**src/ttst_pkg.sv**
```systemverilog
package ttst_pkg;

    // Field widths of the input and result words.
    localparam int OP_W     = 1;
    localparam int PLATE_W  = 64;
    localparam int TIME_W   = 17;
    localparam int LEN_W    = 17;
    localparam int STATUS_W = 3;
    localparam int SLOT_W   = 7;
    localparam int SECS_W   = 17;
    localparam int SPEED_W  = 24;

    // Packed stream widths, padded to whole bytes.
    localparam int S_TDATA_W = 88;
    localparam int M_TDATA_W = 56;

    localparam int TABLE_DEPTH_DEF = 128;

    // Length times 36 plus half the seconds never needs more than 23 bits.
    localparam int DIVIDEND_W = 23;

    localparam logic [LEN_W-1:0]   LEN_RESET = LEN_W'(1000);
    localparam logic [SPEED_W-1:0] SPEED_MAX = {SPEED_W{1'b1}};

    // Result status codes.
    localparam logic [STATUS_W-1:0] ST_STORED = 3'd0;
    localparam logic [STATUS_W-1:0] ST_FULL    = 3'd1;
    localparam logic [STATUS_W-1:0] ST_ACCEPT  = 3'd2;
    localparam logic [STATUS_W-1:0] ST_UNKNOWN = 3'd3;
    localparam logic [STATUS_W-1:0] ST_EARLY   = 3'd4;

    // Event kinds carried in s_tuser.
    localparam logic OP_ENTER = 1'b0;
    localparam logic OP_LEAVE = 1'b1;

    // Status returned by the divider to its sequencer.
    typedef struct packed {
        logic busy;
        logic done;
    } div_status_t;

endpackage

```
**src/ttst_divider.sv**
```systemverilog
module ttst_divider #(
    parameter int NW = ttst_pkg::DIVIDEND_W,
    parameter int DW = ttst_pkg::SECS_W
) (
    input  logic                   aclk,
    input  logic                   aresetn,
    input  logic                   start,
    input  logic [NW-1:0]          dividend,
    input  logic [DW-1:0]          divisor,
    output logic [NW-1:0]          quotient,
    output ttst_pkg::div_status_t  status
);
    import ttst_pkg::*;

    localparam int CNT_W = $clog2(NW + 1);

    logic [DW-1:0]    rem_reg, rem_next;
    logic [NW-1:0]    quo_reg, quo_next;
    logic [DW-1:0]    dsr_reg;
    logic [CNT_W-1:0] cnt_reg;
    logic             busy_reg;
    logic             done_reg;
    logic [DW:0]      shifted;
    logic             ge;

    // One restoring step per cycle: shift in the next dividend bit and
    // subtract the divisor when it fits.
    always_comb begin
        shifted  = {rem_reg, quo_reg[NW-1]};
        ge       = (shifted >= {1'b0, dsr_reg});
        rem_next = ge ? DW'(shifted - {1'b0, dsr_reg}) : DW'(shifted);
        quo_next = {quo_reg[NW-2:0], ge};
    end

    always_ff @(posedge aclk) begin
        if (!aresetn) begin
            busy_reg <= 1'b0;
            done_reg <= 1'b0;
            cnt_reg  <= '0;
        end else begin
            done_reg <= 1'b0;
            if (start) begin
                busy_reg <= 1'b1;
                cnt_reg  <= CNT_W'(NW);
                rem_reg  <= '0;
                quo_reg  <= dividend;
                dsr_reg  <= divisor;
            end else if (busy_reg) begin
                rem_reg <= rem_next;
                quo_reg <= quo_next;
                cnt_reg <= cnt_reg - 1'b1;
                if (cnt_reg == CNT_W'(1)) begin
                    busy_reg <= 1'b0;
                    done_reg <= 1'b1;
                end
            end
        end
    end

    assign quotient    = quo_reg;
    assign status.busy = busy_reg;
    assign status.done = done_reg;

endmodule

```
**config.mk**
```make
export PLATFORM = sky130hd
export DESIGN_NAME = ttst_divider
export DESIGN_NICKNAME = d
export VERILOG_FILES = /design/src/ttst_pkg.sv /design/src/ttst_divider.sv
export SDC_FILE = /design/constraint.sdc
export NUM_CORES = 1
export LEC_CHECK = 0
export BUFFER_PORTS_ARGS = -buffer_cell sky130_fd_sc_hd__buf_4
export CAP_MARGIN = 25
export CORE_ASPECT_RATIO = 0.7
export CORE_MARGIN = 2
export CORE_UTILIZATION = 50
export CTS_BUF_LIST = sky130_fd_sc_hd__clkbuf_4
export CTS_CLUSTER_SIZE = 10
export DETAILED_ROUTE_END_ITERATION = 7
export PLACE_DENSITY = 0.86
export SKIP_CTS_REPAIR_TIMING = 1
export SYNTH_ARGS = -nofsm -noshare
export SYNTH_HDL_FRONTEND = slang
export SYNTH_SLANG_ARGS = --single-unit
```
**constraint.sdc**
```tcl
create_clock -name aclk -period 2.7 [get_ports aclk]
set_input_delay 0.135 -clock aclk [delete_from_list [all_inputs] [get_ports aclk]]
set_output_delay 0.135 -clock aclk [all_outputs]
set_load 0.05 [all_outputs]
```
==> Flow_metrics.wiki <==
{| class="wikitable"
! Metric !! Value
|-
| Asr flop ratio synth || 0
|-
| Wire length after detailed routing || 9.280 mm
|-
| Worst Path Arrival || 3020 ps
|-
| Antenna violations before repair || 0
|-
| Hold Path Depth || 2
|-
| Worst min-delay path endpoint || quotient[19]
|-
| Number of enable flip-flop cells after synthesis || 57
|-
| Largest cells by area after synthesis || edfxtp_1 (47%), mux2_2 (7.1%), ha_1 (6.5%), dfxtp_1 (3.9%), a21oi_1 (3.2%)
|-
| Final weighted congestion of routability-driven global placement || 0.8785
|-
| Commonest cells after routing, fill and taps aside || buf_4 (78), edfxtp_1 (57), dlygate4sd3_1 (27), inv_1 (23), mux2_2 (23)
|-
| Maximum number of pins on one net before global-route repair || 38
|-
| Commonest non-fill, non-tap cell in the layout || buf_4
|-
| Relative contribution of combinational cells to total power || 0.332
|-
| Switching component of the power || 919.0 uW
|-
| Worst path bufs/invs || 2
|-
| First-pass GRT wire length || 12.99 mm
|-
| Number of nets in the finished design || 477
|-
| Achievable Freq || 349.6 MHz
|-
| Setup clock skew after layout || 18.65 ps
|-
| Share of synthesized area occupied by flip-flops and latches || 0.5089
|-
| Worst vdd ir || 0.0003611 V
|-
| Number of endpoints with negative hold slack in the final report || 0
|-
| Critical path cell sequence || inv_1 > ha_2 > inv_2 > fa_2 > a21o_1 > a221o_1 > o211ai_4 > and3_4 > a2111o_1 > a21oi_2
|-
| Origin of the critical flop-to-flop path || quotient[22]
|-
| Cell-internal power || 1.764 mW
|-
| Post-synthesis instance area || 3638 sq um
|-
| Final routed wire length divided by cell count || 18.09 um
|-
| Overall die area || 7986 sq um
|-
| Number of clock sinks || 64
|-
| Net Count, Synth || 376
|-
| Synthesized netlist cell count || 313
|-
| # port buffers || 67
|-
| Number of placed instances, taps included || 463
|-
| Share of the clock period used by the worst path || 1.059
|-
| Chip Width || 106.0 um
|-
| Chip Height || 75.37 um
|-
| Number of CTS-inserted buffers || 9
|-
| Run status || finished with violations
|-
| Max FFs per register || 23
|-
| Min-delay src || dividend[19]
|-
| Final worst slack || -160.3 ps
|-
| Path depth of the worst reg2reg path || 10
|-
| Slew headroom || 0.4960
|-
| Antenna viol nets, final || 0
|-
| Insertion delay of the later-clocked pin in the worst-skew pair || 430 ps
|-
| Pins over their slew limit || 0
|-
| Starting Density || 0.5263
|-
| Final cell count without fillers || 513
|-
| Std-Cell Rows || 25
|-
| Switching part of the total power || 0.3425
|-
| Maximum level of the CTS H-tree || 3
|-
| Vias after detailed routing || 3,093
|-
| Sum of net half-perimeters after detailed placement || 5.663 mm
|-
| Worst path top cell family by delay || compound AO/OA/AOI/OAI gates
|-
| Post-DR vias/cell || 6.029
|-
| Maximum root-to-sink buffer count || 2
|-
| Violation count after the first detailed-routing iteration || 390
|-
| Total negative setup slack || -1829 ps
|-
| Clock group share of total power || 0.210
|-
| Number of global-route vias before repair || 2,660
|-
| Main flop type after synthesis || edfxtp_1
|-
| DRC violations left || 0
|-
| Maximum fanout along the worst path || 6
|-
| I/O pins || 68
|-
| Number of antenna diodes || 0
|-
| CP Capture Type || flip-flop
|-
| Total congestion overflow after global routing || 0
|-
| Post-synthesis to final-layout area growth || 29.37%
|-
| Reg2Reg Setup Slack || -160 ps
|-
| Failing checks || negative setup slack
|-
| Static Leakage || 1.956 nW
|-
| Fraction of layout instances using a drive strength above 1 || 0.3294
|-
| Buffer type at the clock tree root || clkbuf_4
|-
| Crit path launch type || flip-flop
|-
| Iteration count of the initial detailed-routing pass || 6
|-
| Synthesis warning total || 0
|-
| P per Cell Area || 570.1 nW/um^2
|-
| Number of different library cells in the post-synthesis netlist || 56
|-
| Total GRT Usage || 0.2136
|-
| Post-synth top area share || 0.4704
|-
| Final critical path time including I/O delays and setup || 2860 ps
|-
| R2R Path End || rem_reg[14]
|-
| RSZ-0062 raised after global routing || true
|-
| Worst min-delay path category || input port to flip-flop
|-
| Worst Max-Slew Pin Slew || 755.2 ps
|-
| Worst-path cell with the longest stage delay || edfxtp_1
|-
| Data required time of the critical path || 2860 ps
|-
| Max-cap viol count || 0
|-
| Count of endpoints failing setup in the final report || 18
|-
| Category of the critical setup timing path || flip-flop to flip-flop
|-
| Crit path largest cell delay || 420 ps
|-
| Post-synthesis area per instance || 11.62 sq um
|-
| Top cell type by total area after synthesis || edfxtp_1
|-
| Clock tree from TritonCTS || yes
|-
| Clock-pin slew of the registers on the worst-case setup and hold paths || 100 ps
|-
| Number of synthesized register bits || 64
|-
| Area of the placeable core || 6913 sq um
|-
| Seq pwr share || 0.457
|}
==> metal layers <==
metal | track usage | vias to the layer above | routed length, um
li1 | - | 1376 | -
met1 | 0.2888 | 1429 | 3751
met2 | 0.3290 | 231 | 4215
met3 | 0.06159 | 57 | 901
met4 | 0.09211 | 0 | 412
met5 | 0 | - | 0
==> power groups by stage <==
stage / logic (mW) / registers [mW] / clock network, mW
5_1_grt: 0.945 / 1.24 / 0.624
3_5_place_dp: 0.762 / 1.25 / 0
4_1_cts: 0.767 / 1.22 / 0.580
3_3_place_gp: 0.737 / 1.24 / 0
2_1_floorplan: 0.492 / 1.32 / 0
6_report: 0.892 / 1.23 / 0.565
==> worst max path at each step <==
stage / startpoint / to / cells past startpoint
after floorplan: quotient[22] / quotient[0] / 10
after global placement: quotient[22] / quotient[0] / 9
after detailed placement: quotient[22] / rem_reg[14] / 10
after CTS: quotient[22] / rem_reg[14] / 10
after global routing: quotient[22] / rem_reg[14] / 10
final: quotient[22] / rem_reg[14] / 10
==> layout make-up <==
cell class | count | area, sq um
multi-input combinational | 210 | 1680
tap | 94 | 117.6
clock inverter | 4 | 21.27
sequential | 64 | 1852
inverter | 24 | 90.09
fill | 466 | 2206
timing repair buffer | 105 | 855.8
clock buffer | 12 | 90.09
==> cell families after synthesis <==
logic type | after synthesis | share of synthesized area
AO/OA/AOI/OAI | 69 | 0.1300
XOR/XNOR | 13 | 0.03129
adder cells (fa/ha/maj) | 20 | 0.07084
buffers and inverters | 42 | 0.05468
flip-flops | 64 | 0.5089
multiplexers | 30 | 0.09044
AND/OR/NAND/NOR | 75 | 0.1138
==> metrics by stage <==
| stage | utilization | hold slack, ps | total power, mW | instance area [sq um] | setup WS (ps) |
|---|---|---|---|---|---|
| after floorplan | - | 233.9 | 1.807 | 3641 | -161.1 |
| after global placement | 0.6083 | 312.9 | 1.980 | 4205 | 77.00 |
| after detailed placement | 0.6083 | 314.3 | 2.007 | 4205 | -24.97 |
| after CTS | 0.6244 | -150.7 | 2.571 | 4317 | -60.51 |
| after global routing | 0.6809 | -1.184 | 2.804 | 4707 | -183.6 |
| final | 0.6809 | 10.17 | 2.683 | 4707 | -160.3 |
==> cells in the mapped netlist, types with 3 or more instances <==
library cell  count
edfxtp_1         57
inv_1            24
a21oi_1          23
mux2_2           23
nand2_1          22
ha_1             19
nor2_1           16
o21ai_0           9
xnor2_1           9
nand4_1           8
dfxtp_1           7
mux2i_1           7
buf_2             6
o21a_1            6
a21o_1            5
buf_4             5
clkbuf_1          4
nand3_1           4
or3_1             4
xor2_1            4
a211oi_1          3
a21boi_0          3
nor3_1            3
==> worst reg2reg max path, stage by stage (launching register included) <==
cell	delay [ps]
edfxtp_1	420
inv_1	80
ha_2	200
inv_2	50
fa_2	370
a21o_1	220
a221o_1	390
o211ai_4	330
and3_4	310
a2111o_1	150
a21oi_2	70
Power figures use the tool's default switching activity.
